--- config.mk ---
export PLATFORM = sky130hd
export DESIGN_NAME = two_finger_gesture_classifier_unit_flat
export DESIGN_NICKNAME = d
export VERILOG_FILES = /design/src/rtl/core/tfgc_pkg.sv /design/src/rtl/core/tfgc_ifs.sv /design/src/rtl/core/tfgc_isqrt.sv /design/src/rtl/core/two_finger_gesture_classifier_unit.sv /design/src/flat_wrapper.sv
export SDC_FILE = /design/constraint.sdc
export NUM_CORES = 1
export LEC_CHECK = 0
export ABC_CLOCK_PERIOD_IN_PS = 9000
export BUFFER_PORTS_ARGS = -buffer_cell sky130_fd_sc_hd__buf_2
export CORE_MARGIN = 8
export CORE_UTILIZATION = 64
export DETAILED_ROUTE_END_ITERATION = 16
export PLACE_DENSITY = 0.85
export SLEW_MARGIN = 10
export SYNTH_ARGS = -nofsm -noshare
export SYNTH_HDL_FRONTEND = slang
export SYNTH_HIERARCHICAL = 1
export SYNTH_SLANG_ARGS = --single-unit
--- constraint.sdc ---
create_clock -name clk -period 9 [get_ports clk]
set_clock_uncertainty 0.05 [all_clocks]
set_input_delay 1.35 -clock clk [delete_from_list [all_inputs] [get_ports clk]]
set_output_delay 1.35 -clock clk [all_outputs]
set_load 0.02 [all_outputs]
--- src/rtl/core/tfgc_pkg.sv ---
// Shared types and constants for the two-finger gesture classifier.
// No dependencies; every other file of the block refers to this package.

package tfgc_pkg;

	localparam int TOUCH_BITS   = 4;
	localparam int FLOOR_BITS   = 8;
	localparam int CFG_IDX_BITS = 2;
	localparam int KIND_BITS    = 2;

	localparam logic [TOUCH_BITS-1:0] MIN_TOUCHES      = TOUCH_BITS'(2);
	localparam logic [FLOOR_BITS-1:0] SCROLL_FLOOR_RST = FLOOR_BITS'(3);
	localparam logic [FLOOR_BITS-1:0] PINCH_FLOOR_RST  = FLOOR_BITS'(3);

	typedef enum logic [CFG_IDX_BITS-1:0] {
		CFG_SCROLL_FLOOR = 2'd0,
		CFG_PINCH_FLOOR  = 2'd1
	} cfg_reg_t;

	typedef enum logic [KIND_BITS-1:0] {
		KIND_NONE   = 2'd0,
		KIND_SCROLL = 2'd1,
		KIND_PINCH  = 2'd2
	} kind_t;

	typedef enum logic [2:0] {
		ST_IDLE,
		ST_SQUARE,
		ST_LOAD,
		ST_ROOT,
		ST_DECIDE
	} state_t;

	// Status of the serial square-root unit
	typedef struct packed {
		logic busy;
		logic done;
	} root_stat_t;

endpackage

--- src/rtl/core/tfgc_ifs.sv ---
// Channel interfaces of the gesture classifier: touch frames, results, config writes.
// Depends on tfgc_pkg for field widths that do not vary.

interface tfgc_frame_if #(parameter int COORD_BITS = 11);
	logic                            valid;
	logic                            ready;
	logic [tfgc_pkg::TOUCH_BITS-1:0] touch_count;
	logic [COORD_BITS-1:0]           first_x;
	logic [COORD_BITS-1:0]           first_y;
	logic [COORD_BITS-1:0]           second_x;
	logic [COORD_BITS-1:0]           second_y;

	modport source (output valid, touch_count, first_x, first_y, second_x, second_y,
		input ready);
	modport sink (input valid, touch_count, first_x, first_y, second_x, second_y,
		output ready);
endinterface

interface tfgc_result_if #(parameter int COORD_BITS = 11);
	logic                           valid;
	logic                           ready;
	logic [tfgc_pkg::KIND_BITS-1:0] gesture_kind;
	logic signed [COORD_BITS:0]     scroll_dx;
	logic signed [COORD_BITS:0]     scroll_dy;
	logic signed [COORD_BITS+1:0]   pinch_delta;

	modport source (output valid, gesture_kind, scroll_dx, scroll_dy, pinch_delta,
		input ready);
	modport sink (input valid, gesture_kind, scroll_dx, scroll_dy, pinch_delta,
		output ready);
endinterface

interface tfgc_cfg_if;
	logic                              valid;
	logic                              ready;
	logic [tfgc_pkg::CFG_IDX_BITS-1:0] index;
	logic [tfgc_pkg::FLOOR_BITS-1:0]   data;

	modport source (output valid, index, data, input ready);
	modport sink (input valid, index, data, output ready);
endinterface

--- src/rtl/core/tfgc_isqrt.sv ---
// Serial floor square root: two radicand bits enter per cycle, one root bit leaves.
// Depends on tfgc_pkg for the status struct.

module tfgc_isqrt #(
	parameter int RAD_BITS = 24
) (
	input  logic                    clk,
	input  logic                    arst_n,
	input  logic                    start,
	input  logic [RAD_BITS-1:0]     radicand,
	output logic [RAD_BITS/2-1:0]   root,
	output tfgc_pkg::root_stat_t    stat
);

	localparam int ROOT_BITS = RAD_BITS / 2;
	localparam int REM_BITS  = ROOT_BITS + 1;
	localparam int TRY_BITS  = ROOT_BITS + 3;
	localparam int CNT_BITS  = $clog2(ROOT_BITS);
	localparam logic [CNT_BITS-1:0] LAST_STEP = CNT_BITS'(ROOT_BITS - 1);

	logic [RAD_BITS-1:0]  rad_q;
	logic [REM_BITS-1:0]  rem_q;
	logic [ROOT_BITS-1:0] root_q;
	logic [CNT_BITS-1:0]  cnt_q;
	logic                 busy_q;
	logic                 done_q;

	logic [TRY_BITS-1:0]  cand;
	logic [TRY_BITS-1:0]  trial;
	logic [TRY_BITS-1:0]  diff;
	logic                 take;

	assign cand  = {rem_q, rad_q[RAD_BITS-1 -: 2]};
	assign trial = {1'b0, root_q, 2'b01};
	assign diff  = cand - trial;
	assign take  = (cand >= trial);

	always_ff @(posedge clk) begin
		if (start) begin
			rad_q  <= radicand;
			rem_q  <= '0;
			root_q <= '0;
		end else if (busy_q) begin
			rad_q  <= {rad_q[RAD_BITS-3:0], 2'b00};
			rem_q  <= take ? diff[REM_BITS-1:0] : cand[REM_BITS-1:0];
			root_q <= {root_q[ROOT_BITS-2:0], take};
		end
	end

	always_ff @(posedge clk or negedge arst_n) begin
		if (!arst_n) begin
			busy_q <= 1'b0;
			done_q <= 1'b0;
			cnt_q  <= '0;
		end else if (start) begin
			busy_q <= 1'b1;
			done_q <= 1'b0;
			cnt_q  <= '0;
		end else if (busy_q) begin
			cnt_q  <= cnt_q + 1'b1;
			busy_q <= (cnt_q != LAST_STEP);
			done_q <= (cnt_q == LAST_STEP);
		end else begin
			done_q <= 1'b0;
		end
	end

	assign root      = root_q;
	assign stat.busy = busy_q;
	assign stat.done = done_q;

	a_start_runs: assert property (@(posedge clk) disable iff (!arst_n)
		start |=> busy_q)
		else $error("root unit did not start");
	a_done_pulse: assert property (@(posedge clk) disable iff (!arst_n)
		done_q |=> !done_q)
		else $error("root done held longer than one cycle");
	a_last_step: assert property (@(posedge clk) disable iff (!arst_n)
		busy_q && (cnt_q == LAST_STEP) && !start |=> done_q && !busy_q)
		else $error("root unit missed its final step");

endmodule

--- src/rtl/core/two_finger_gesture_classifier_unit.sv ---
// Two-finger gesture classifier top level: frame capture, serial root, decision.
// Depends on tfgc_pkg, tfgc_ifs (channel interfaces) and tfgc_isqrt.
//
//   channel | dir | payload                                           | moves on
//   frame   | in  | touch_count, first_x, first_y, second_x, second_y | valid & ready
//   result  | out | gesture_kind, scroll_dx, scroll_dy, pinch_delta   | valid & ready
//   cfg     | in  | index, data (noise floors)                        | valid & ready
//
// A frame with two or more contacts passes through the square, load, root and decide states
// before the next transfer; the serial square root, one root bit per cycle, takes most of it.
// A frame with fewer than two contacts goes from capture straight to the decide state.
// One frame is in work at a time; a new frame is taken while a result still waits.
// A stalled result holds the decision stage; cfg is always ready.
// Reset clears tracking, previous distance and centroid, and sets both floors to 3.

module two_finger_gesture_classifier_unit #(
	parameter int COORD_BITS = 11
) (
	input  logic          clk,
	input  logic          arst_n,
	tfgc_frame_if.sink    frame,
	tfgc_result_if.source result,
	tfgc_cfg_if.sink      cfg
);

	localparam int DIST_BITS  = COORD_BITS + 1;
	localparam int MOVE_BITS  = COORD_BITS + 1;
	localparam int DELTA_BITS = COORD_BITS + 2;
	localparam int SQ_BITS    = 2 * COORD_BITS;
	localparam int RAD_BITS   = 2 * COORD_BITS + 2;
	localparam int FLOOR_BITS = tfgc_pkg::FLOOR_BITS;

	tfgc_pkg::state_t state_q, state_d;

	// captured frame
	logic                   two_q;
	logic [COORD_BITS-1:0]  exm_q, eym_q;
	logic [COORD_BITS-1:0]  cx_q, cy_q;
	logic [SQ_BITS-1:0]     sqx_q, sqy_q;

	// tracking state
	logic                   tracking_q;
	logic [DIST_BITS-1:0]   prev_dist_q;
	logic [COORD_BITS-1:0]  prev_cx_q, prev_cy_q;
	logic [FLOOR_BITS-1:0]  scroll_floor_q, pinch_floor_q;

	// result register
	logic                   out_valid_q;
	tfgc_pkg::kind_t        out_kind_q;
	logic [MOVE_BITS-1:0]   out_dx_q, out_dy_q;
	logic [DELTA_BITS-1:0]  out_pd_q;

	logic                   in_fire;
	logic                   root_start;
	logic                   decide_fire;
	logic [RAD_BITS-1:0]    radicand;
	logic [DIST_BITS-1:0]   root_len;
	tfgc_pkg::root_stat_t   root_stat;

	logic [COORD_BITS:0]    sum_x, sum_y;
	logic [COORD_BITS-1:0]  adx, ady;
	logic [DELTA_BITS-1:0]  dd, mag_dd;
	logic [MOVE_BITS-1:0]   dx, dy, mag_dx, mag_dy, mag_max;
	logic                   scroll_ok, pinch_ok;
	tfgc_pkg::kind_t        kind;

	assign in_fire = frame.valid && frame.ready;

	assign adx = (frame.first_x >= frame.second_x) ? (frame.first_x - frame.second_x)
		: (frame.second_x - frame.first_x);
	assign ady = (frame.first_y >= frame.second_y) ? (frame.first_y - frame.second_y)
		: (frame.second_y - frame.first_y);
	assign sum_x = {1'b0, frame.first_x} + {1'b0, frame.second_x};
	assign sum_y = {1'b0, frame.first_y} + {1'b0, frame.second_y};

	always_ff @(posedge clk) begin
		if (in_fire) begin
			two_q <= (frame.touch_count >= tfgc_pkg::MIN_TOUCHES);
			exm_q <= adx;
			eym_q <= ady;
			cx_q  <= sum_x[COORD_BITS:1];
			cy_q  <= sum_y[COORD_BITS:1];
		end
		if (state_q == tfgc_pkg::ST_SQUARE) begin
			sqx_q <= SQ_BITS'(exm_q) * SQ_BITS'(exm_q);
			sqy_q <= SQ_BITS'(eym_q) * SQ_BITS'(eym_q);
		end
	end

	assign radicand = RAD_BITS'(sqx_q) + RAD_BITS'(sqy_q);

	tfgc_isqrt #(
		.RAD_BITS (RAD_BITS)
	) u_isqrt (
		.clk      (clk),
		.arst_n   (arst_n),
		.start    (root_start),
		.radicand (radicand),
		.root     (root_len),
		.stat     (root_stat)
	);

	// decision against the stored frame
	assign dd = {1'b0, root_len} - {1'b0, prev_dist_q};
	assign dx = {1'b0, cx_q} - {1'b0, prev_cx_q};
	assign dy = {1'b0, cy_q} - {1'b0, prev_cy_q};
	assign mag_dd  = dd[DELTA_BITS-1] ? (~dd + 1'b1) : dd;
	assign mag_dx  = dx[MOVE_BITS-1] ? (~dx + 1'b1) : dx;
	assign mag_dy  = dy[MOVE_BITS-1] ? (~dy + 1'b1) : dy;
	assign mag_max = (mag_dx > mag_dy) ? mag_dx : mag_dy;

	assign scroll_ok = ({1'b0, mag_max} > mag_dd)
		&& (mag_max > {{(MOVE_BITS-FLOOR_BITS){1'b0}}, scroll_floor_q});
	assign pinch_ok  = (mag_dd > {{(DELTA_BITS-FLOOR_BITS){1'b0}}, pinch_floor_q});

	always_comb begin
		if (!two_q || !tracking_q) begin
			kind = tfgc_pkg::KIND_NONE;
		end else if (scroll_ok) begin
			kind = tfgc_pkg::KIND_SCROLL;
		end else if (pinch_ok) begin
			kind = tfgc_pkg::KIND_PINCH;
		end else begin
			kind = tfgc_pkg::KIND_NONE;
		end
	end

	always_ff @(posedge clk or negedge arst_n) begin
		if (!arst_n) begin
			state_q <= tfgc_pkg::ST_IDLE;
		end else begin
			state_q <= state_d;
		end
	end

	always_comb begin
		state_d     = state_q;
		frame.ready = 1'b0;
		root_start  = 1'b0;
		decide_fire = 1'b0;
		case (state_q)
			tfgc_pkg::ST_IDLE: begin
				frame.ready = 1'b1;
				if (frame.valid) begin
					state_d = (frame.touch_count >= tfgc_pkg::MIN_TOUCHES)
						? tfgc_pkg::ST_SQUARE : tfgc_pkg::ST_DECIDE;
				end
			end
			tfgc_pkg::ST_SQUARE: begin
				state_d = tfgc_pkg::ST_LOAD;
			end
			tfgc_pkg::ST_LOAD: begin
				root_start = 1'b1;
				state_d    = tfgc_pkg::ST_ROOT;
			end
			tfgc_pkg::ST_ROOT: begin
				if (root_stat.done) begin
					state_d = tfgc_pkg::ST_DECIDE;
				end
			end
			tfgc_pkg::ST_DECIDE: begin
				// hold until the result register is free
				if (!out_valid_q || result.ready) begin
					decide_fire = 1'b1;
					state_d     = tfgc_pkg::ST_IDLE;
				end
			end
			default: begin
				state_d = tfgc_pkg::ST_IDLE;
			end
		endcase
	end

	always_ff @(posedge clk or negedge arst_n) begin
		if (!arst_n) begin
			tracking_q  <= 1'b0;
			prev_dist_q <= '0;
			prev_cx_q   <= '0;
			prev_cy_q   <= '0;
		end else if (decide_fire) begin
			tracking_q <= two_q;
			if (two_q) begin
				prev_dist_q <= root_len;
				prev_cx_q   <= cx_q;
				prev_cy_q   <= cy_q;
			end
		end
	end

	always_ff @(posedge clk or negedge arst_n) begin
		if (!arst_n) begin
			scroll_floor_q <= tfgc_pkg::SCROLL_FLOOR_RST;
			pinch_floor_q  <= tfgc_pkg::PINCH_FLOOR_RST;
		end else if (cfg.valid) begin
			case (cfg.index)
				tfgc_pkg::CFG_SCROLL_FLOOR: scroll_floor_q <= cfg.data;
				tfgc_pkg::CFG_PINCH_FLOOR:  pinch_floor_q  <= cfg.data;
				default: begin
				end
			endcase
		end
	end

	assign cfg.ready = 1'b1;

	always_ff @(posedge clk or negedge arst_n) begin
		if (!arst_n) begin
			out_valid_q <= 1'b0;
		end else if (decide_fire) begin
			out_valid_q <= 1'b1;
		end else if (result.ready) begin
			out_valid_q <= 1'b0;
		end
	end

	always_ff @(posedge clk) begin
		if (decide_fire) begin
			out_kind_q <= kind;
			out_dx_q   <= (kind == tfgc_pkg::KIND_SCROLL) ? dx : '0;
			out_dy_q   <= (kind == tfgc_pkg::KIND_SCROLL) ? dy : '0;
			out_pd_q   <= (kind == tfgc_pkg::KIND_PINCH) ? dd : '0;
		end
	end

	assign result.valid        = out_valid_q;
	assign result.gesture_kind = out_kind_q;
	assign result.scroll_dx    = out_dx_q;
	assign result.scroll_dy    = out_dy_q;
	assign result.pinch_delta  = out_pd_q;

	a_accept_leaves_idle: assert property (@(posedge clk) disable iff (!arst_n)
		in_fire |=> (state_q != tfgc_pkg::ST_IDLE))
		else $error("frame transfer did not start work");
	a_root_running: assert property (@(posedge clk) disable iff (!arst_n)
		(state_q == tfgc_pkg::ST_ROOT) |-> (root_stat.busy || root_stat.done))
		else $error("waiting on an idle root unit");
	a_short_frame_drops: assert property (@(posedge clk) disable iff (!arst_n)
		decide_fire && !two_q |=> !tracking_q)
		else $error("tracking kept after a short frame");
	a_pinch_only_delta: assert property (@(posedge clk) disable iff (!arst_n)
		out_valid_q && (out_kind_q != tfgc_pkg::KIND_PINCH) |-> (out_pd_q == '0))
		else $error("pinch delta set on a non-pinch result");
	a_scroll_only_move: assert property (@(posedge clk) disable iff (!arst_n)
		out_valid_q && (out_kind_q != tfgc_pkg::KIND_SCROLL)
		|-> (out_dx_q == '0) && (out_dy_q == '0))
		else $error("scroll motion set on a non-scroll result");

endmodule

--- src/flat_wrapper.sv ---
// flat-port wrapper written by rule: the top's interface ports become plain ports
module two_finger_gesture_classifier_unit_flat 
#(
	parameter int COORD_BITS = 11
)
  (clk, arst_n, frame_valid, frame_touch_count, frame_first_x, frame_first_y, frame_second_x, frame_second_y, frame_ready, result_valid, result_gesture_kind, result_scroll_dx, result_scroll_dy, result_pinch_delta, result_ready, cfg_valid, cfg_index, cfg_data, cfg_ready);
  tfgc_frame_if #(.COORD_BITS(COORD_BITS)) frame_i ();
  tfgc_result_if #(.COORD_BITS(COORD_BITS)) result_i ();
  tfgc_cfg_if cfg_i ();
  input  logic clk;
  input  logic arst_n;
  input wire logic [$bits(frame_i.valid)-1:0] frame_valid;
  input wire logic [$bits(frame_i.touch_count)-1:0] frame_touch_count;
  input wire logic [$bits(frame_i.first_x)-1:0] frame_first_x;
  input wire logic [$bits(frame_i.first_y)-1:0] frame_first_y;
  input wire logic [$bits(frame_i.second_x)-1:0] frame_second_x;
  input wire logic [$bits(frame_i.second_y)-1:0] frame_second_y;
  output wire logic [$bits(frame_i.ready)-1:0] frame_ready;
  output wire logic [$bits(result_i.valid)-1:0] result_valid;
  output wire logic [$bits(result_i.gesture_kind)-1:0] result_gesture_kind;
  output wire logic [$bits(result_i.scroll_dx)-1:0] result_scroll_dx;
  output wire logic [$bits(result_i.scroll_dy)-1:0] result_scroll_dy;
  output wire logic [$bits(result_i.pinch_delta)-1:0] result_pinch_delta;
  input wire logic [$bits(result_i.ready)-1:0] result_ready;
  input wire logic [$bits(cfg_i.valid)-1:0] cfg_valid;
  input wire logic [$bits(cfg_i.index)-1:0] cfg_index;
  input wire logic [$bits(cfg_i.data)-1:0] cfg_data;
  output wire logic [$bits(cfg_i.ready)-1:0] cfg_ready;
  assign frame_i.valid = frame_valid;
  assign frame_i.touch_count = frame_touch_count;
  assign frame_i.first_x = frame_first_x;
  assign frame_i.first_y = frame_first_y;
  assign frame_i.second_x = frame_second_x;
  assign frame_i.second_y = frame_second_y;
  assign frame_ready = frame_i.ready;
  assign result_valid = result_i.valid;
  assign result_gesture_kind = result_i.gesture_kind;
  assign result_scroll_dx = result_i.scroll_dx;
  assign result_scroll_dy = result_i.scroll_dy;
  assign result_pinch_delta = result_i.pinch_delta;
  assign result_i.ready = result_ready;
  assign cfg_i.valid = cfg_valid;
  assign cfg_i.index = cfg_index;
  assign cfg_i.data = cfg_data;
  assign cfg_ready = cfg_i.ready;
  two_finger_gesture_classifier_unit #(.COORD_BITS(COORD_BITS)) u_core (.clk(clk), .arst_n(arst_n), .frame(frame_i), .result(result_i), .cfg(cfg_i));
endmodule
==> results of run 1 <==
==> routing by layer <==
layer	part of all wire (%)	GRT usage [%]	up-vias
met4	2.6	7.020	2
met2	51	43.68	511
met3	5.2	3.004	103
met5	0.026	0	-
li1	-	-	8267
met1	41	29.48	8298
==> per-stage QoR <==
stage	instances	hold WS [ns]	area, um^2
CTS	2910	0.4566	24550
detailed placement	2864	0.4436	23670
global route	2910	0.4665	24550
floorplan	2368	0.4038	22820
global placement	2864	0.4184	23670
finish	2910	0.4541	24550
==> sequential cells by signal, indices dropped and copies added (netlist names), 12 cells and up <==
name / cells
u_core/u_isqrt/rad_q: 24
u_core/sqx_q: 21
u_core/sqy_q: 21
u_core/result.pinch_delta: 13
u_core/u_isqrt/rem_q: 13
u_core/prev_dist_q: 12
u_core/result.scroll_dx: 12
u_core/result.scroll_dy: 12
u_core/u_isqrt/root: 12
==> layout make-up <==
class,instances,area [um^2]
clock buffers,39,782.0
clock inverters,7,92.59
fillers,2560,10760
inverters,354,1329
multi-input cells,1701,14640
flip-flops and latches,236,6536
well taps,461,576.8
repair buffers,112,585.6
==> report_power, final <==
group / leakage [nW] / total [mW] / internal (mW) / switching [mW]
sequential: 2.40 / 1.86 / 1.67 / 0.186
combinational: 8.61 / 7.07 / 2.86 / 4.21
clock: 0.431 / 1.09 / 0.656 / 0.433
==> critical path, delay by kind of cell (launching register included) <==
| family | cells | cell delay [ns] |
|---|---|---|
| simple gates | 12 | 2.77 |
| flops | 1 | 0.37 |
| compound gates | 11 | 2.24 |
| buf+inv | 3 | 0.47 |
| xor+xnor | 1 | 0.47 |
| fa+ha+maj | 4 | 1.13 |
==> worst max path at each step <==
stage                                            endpoint  depth (start not counted)
2_1_floorplan     u_core/result.gesture_kind[0]$_DFFE_PP_                         34
3_3_place_gp    u_core/result.scroll_dy[11]$_SDFFCE_PP0P_                         31
3_5_place_dp     u_core/result.scroll_dx[8]$_SDFFCE_PP0P_                         32
4_1_cts          u_core/result.scroll_dx[8]$_SDFFCE_PP0P_                         32
5_1_grt        u_core/result.pinch_delta[0]$_SDFFCE_PP0P_                         31
6_report         u_core/result.scroll_dx[8]$_SDFFCE_PP0P_                         31
==> results.py, run 1 <==
metrics = {
    "run_status": {
        "status": "finished, final reports clean",
    },
    "global_route": {
        "grt_pass1_vias": 17793,
        "antenna_found_initial": 2,
        "grtUsageTotal_pct": 24.06,
        "grt_max_degree": 62,
        "grt_pass1_wl_um": 84640,
        "grt_overflow": 0,
    },
    "floorplanning": {
        "rows": 69,
        "dieArea_um2": 41960,
        "initial_utilization_pct": 64.64,
        "design.portCount": 105,
        "die_w_um": 204.8,
        "core_region_area_um2": 35310,
        "die_h_um": 204.8,
    },
    "cts": {
        "postCtsSetupRepairBufs": 0,
        "cts_tree": "yes",
        "cts_buffer_depth": 3,
        "htreeDepth": 1,
        "insertion_delay_ns": 0.53,
        "cts_root_buf": "clkbuf_16",
        "cts.repair.resized": 0,
        "ctsHoldBuffers": 0,
        "cts_buffers": 25,
        "cts.sinks": 236,
        "clk_pin_slew_worst_paths_ns": 0.06,
    },
    "synth": {
        "syn_nets": 2844,
        "yosysWarnings": 6,
        "netlist_area_um2": 22820,
        "syn_avg_cell_area_um2": 9.638,
        "syn_inst": 2368,
    },
    "placement": {
        "gp_congestion": 0.9438,
        "port_buffers": 102,
        "dpl.hpwl_um": 38760,
        "dp_slack_ns": 1.347,
    },
    "timing": {
        "rsz0062_at_grt": "no",
        "min_period_ns": 7.784,
        "slew_headroom_pct": 19.02,
        "clock.fmax_mhz": 128.5,
        "worst_pin_slew_ns": 1.215,
        "slew_viol_final": 0,
        "setup_ws_ns": 1.216,
        "tns_ns": 0,
        "fin_crit_sh_pct": 86.49,
        "hold_viol_final": 0,
        "finalSetupViolations": 0,
    },
    "cells_and_area": {
        "layout_common_cells": "352 x inv_1, 278 x ha_1, 150 x edfxtp_1",
        "final_common_cell": "inv_1",
        "antennaDiodeCount": 0,
        "layout-drive-gt1-share_pct": 10.86,
        "num-nets-final": 2906,
        "fin_util_pct": 69.52,
        "area_growth_pct": 7.549,
    },
    "drt": {
        "routed-via-count": 17181,
        "drt-initial-drc-count": 966,
        "wl_per_cell_um": 17.25,
        "viasPerCell": 5.904,
        "antenna_left": 0,
        "firstDrtPassIters": 5,
        "post-route-drc-count": 0,
        "postRouteWirelength_um": 50200,
    },
    "critical_path": {
        "crit_path_start_kind": "register",
        "crit_fanout": 25,
        "crit_path_top_delay_cell": "nor4b_1",
        "crit_type": "reg -> reg",
        "cp.arrival_ns": 7.97,
        "startpoint": "u_core/cx_q[0]$_DFFE_PP_",
        "crit_required_ns": 9.19,
        "r2r_slack_ns": 1.22,
        "critPathCaptureType": "register",
        "r2r_start": "u_core/cx_q[0]$_DFFE_PP_",
        "critical_path.max_stage_delay_ns": 0.57,
        "r2r_end": "u_core/result.scroll_dx[8]$_SDFFCE_PP0P_",
        "r2r_cells": 31,
        "cp_common_cell": "o21a_1",
    },
    "hold_path": {
        "whs_path_depth": 1,
        "worstHoldEndpoint": "u_core/prev_dist_q[4]$_DFFE_PN0P_",
        "hold_path.startpoint": "u_core/prev_dist_q[4]$_DFFE_PN0P_",
        "hp-class": "reg -> reg",
    },
    "pwr": {
        "peakVddDrop_mv": 0.7445,
        "power_density_nw_per_um2": 407.9,
        "cellLeakagePower_nw": 11.45,
        "total_power_mw": 10.01,
    },
    "flow_run": {
        "maxCapViolations": 0,
    },
}
No activity file was read; power rests on OpenSTA's default activity.
==> run 2, diff against run 1 <==
--- a/config.mk
+++ b/config.mk
@@ -7,10 +7,11 @@
 export LEC_CHECK = 0
 export ABC_CLOCK_PERIOD_IN_PS = 9000
 export BUFFER_PORTS_ARGS = -buffer_cell sky130_fd_sc_hd__buf_2
+export CORE_ASPECT_RATIO = 1.4
 export CORE_MARGIN = 8
 export CORE_UTILIZATION = 64
 export DETAILED_ROUTE_END_ITERATION = 16
-export PLACE_DENSITY = 0.85
+export PLACE_DENSITY = 0.82
 export SLEW_MARGIN = 10
 export SYNTH_ARGS = -nofsm -noshare
 export SYNTH_HDL_FRONTEND = slang
==> run 2 against run 1 <==
- first-iteration DRC count down 5.3%
- power rose by 0.65%
- global-route usage increased by 0.27 points
- count of clock-buffer cells in the layout shrank 13
- maximum frequency decreased by 2.1%
- critical path type unchanged
- largest cell class unchanged
- largest power group unchanged
- highest routed layer is now met4
==> results.py, run 2 (same netlist as run 1, synthesis figures left out) <==
metrics = {
    "global_route": {
        "grt_max_degree": 62,
        "grt_pass1_vias": 18197,
        "grtUsageTotal_pct": 24.33,
        "grt_pass1_wl_um": 84370,
        "grt_overflow": 0,
        "antenna_found_initial": 0,
    },
    "placement": {
        "port_buffers": 102,
        "placed_area_um2": 23670,
        "dpl.hpwl_um": 40120,
        "gp_congestion": 0.9495,
    },
    "pwr": {
        "p_clk_share_pct": 11.2,
        "p_seq_share_pct": 18.3,
        "swShare_pct": 48.18,
        "peakVddDrop_mv": 0.5141,
        "p_comb_share_pct": 70.4,
        "intPower_mw": 5.222,
        "power_density_nw_per_um2": 410.2,
        "total_power_mw": 10.08,
        "switching_power_mw": 4.855,
        "cellLeakagePower_nw": 11.46,
    },
    "drt": {
        "firstDrtPassIters": 8,
        "antenna_left": 0,
        "postRouteWirelength_um": 50680,
        "drt-initial-drc-count": 915,
        "post-route-drc-count": 0,
        "wl_per_cell_um": 17.41,
        "viasPerCell": 5.887,
        "routed-via-count": 17131,
    },
    "cells_and_area": {
        "num-nets-final": 2905,
        "area_growth_pct": 7.648,
        "n_fill_cell": 2672,
        "layout-drive-gt1-share_pct": 10.99,
        "fin_area_um2": 24570,
        "largest_reg_flops": 24,
        "multi_input_area_um2": 14640,
        "top_regs": "u_core/u_isqrt/rad_q (24), u_core/sqx_q (21), u_core/sqy_q (21)",
        "antennaDiodeCount": 0,
        "regMostFlops": "u_core/u_isqrt/rad_q",
        "layout_common_cells": "352 x inv_1, 278 x ha_1, 150 x edfxtp_1",
        "final_common_cell": "inv_1",
        "ff_latch_area_um2": 6536,
        "fin_util_pct": 69.21,
    },
    "timing": {
        "rsz0062_at_grt": "no",
        "clock.fmax_mhz": 125.8,
        "tns_ns": 0,
        "holdWs_ns": 0.4534,
        "slew_headroom_pct": 22.29,
        "worst_pin_slew_ns": 1.166,
        "slew_viol_final": 0,
        "hold_viol_final": 0,
        "finalSetupViolations": 0,
        "fin_crit_sh_pct": 88.34,
        "min_period_ns": 7.951,
    },
    "critical_path": {
        "critical_path.max_stage_delay_ns": 0.71,
        "crit_path_start_kind": "register",
        "crit_fanout": 14,
        "crit_required_ns": 9.30,
        "cp.arrival_ns": 8.25,
        "crit_path_top_delay_cell": "a221oi_2",
        "cp_common_cell": "o21a_1",
        "critPathCaptureType": "register",
        "crit_type": "reg -> reg",
    },
    "cts": {
        "cts.sinks": 236,
        "htreeDepth": 1,
        "cts_buffer_depth": 3,
        "cts_tree": "yes",
        "ctsHoldBuffers": 0,
        "cts.repair.resized": 0,
        "cts_root_buf": "clkbuf_16",
        "clk_pin_slew_worst_paths_ns": 0.07,
        "insertion_delay_ns": 0.55,
        "cts_buffers": 25,
        "postCtsSetupRepairBufs": 0,
    },
    "floorplanning": {
        "rows": 82,
        "initial_utilization_pct": 64.29,
        "design.portCount": 105,
        "dieArea_um2": 42050,
        "die_h_um": 239.4,
        "die_w_um": 175.6,
        "core_region_area_um2": 35500,
    },
    "hold_path": {
        "hp-class": "reg -> reg",
    },
    "flow_run": {
        "maxCapViolations": 0,
    },
    "run_status": {
        "status": "finished, final reports clean",
    },
}
[run 2: power groups by stage]
stage | clock network (mW) | logic [mW] | registers [mW]
after floorplan | 0 | 5.65 | 1.79
after global placement | 0 | 6.74 | 1.85
after detailed placement | 0 | 6.99 | 1.87
after CTS | 1.15 | 7.07 | 1.85
after global routing | 1.19 | 7.96 | 1.88
final | 1.13 | 7.10 | 1.85
[run 2: layout make-up]
cell class	count	share of cell area (%)
Multi-Input combinational cell	1701	59.60
Sequential cell	236	26.60
Inverter	354	5.408
Clock buffer	26	2.562
Timing Repair Buffer	111	2.353
Tap cell	462	2.353
Clock inverter	20	1.115
[run 2: stage by stage]
stage / setup WS [ns] / instances
after floorplan: 2.163 / 2368
after global placement: 1.453 / 2864
after detailed placement: 1.258 / 2864
after CTS: 1.213 / 2910
after global routing: 0.4725 / 2910
final: 1.049 / 2910
[run 2: metal layers]
layer / vias up / wire [um] / global-route usage [%]
li1: 8247 / - / -
met1: 8258 / 18570 / 25.06
met2: 473 / 27680 / 47.67
met3: 153 / 2037 / 2.492
met4: 0 / 2396 / 12.10
met5: - / 0 / 0
[run 2: final timing paths]
| path | slack, ns | to | cells past startpoint | start |
|---|---|---|---|---|
| max reg2reg | 1.05 | u_core/result.pinch_delta[1]$_SDFFCE_PP0P_ | 29 | u_core/cx_q[0]$_DFFE_PP_ |
| min reg2reg | 0.45 | u_core/prev_cx_q[6]$_DFFE_PN0P_ | 1 | u_core/prev_cx_q[6]$_DFFE_PN0P_ |
| min in group asynchronous | 0.89 | u_core/pinch_floor_q[6]$_DFFE_PN0P_ | 2 | arst_n |
| max in group asynchronous | 7.40 | u_core/prev_cx_q[2]$_DFFE_PN0P_ | 2 | arst_n |
| max | 1.05 | u_core/result.pinch_delta[1]$_SDFFCE_PP0P_ | 29 | u_core/cx_q[0]$_DFFE_PP_ |
| min | 0.45 | u_core/prev_cx_q[6]$_DFFE_PN0P_ | 1 | u_core/prev_cx_q[6]$_DFFE_PN0P_ |
[run 2: critical path: cells and delay by family (launching register included)]
kind                     cells  cell delay (ns)
AO/OA/AOI/OAI               10             2.78
XOR/XNOR                     1             0.55
adder cells (fa/ha/maj)      4             1.29
buffers and inverters        2             0.14
flip-flops                   1             0.37
AND/OR/NAND/NOR             12             2.58
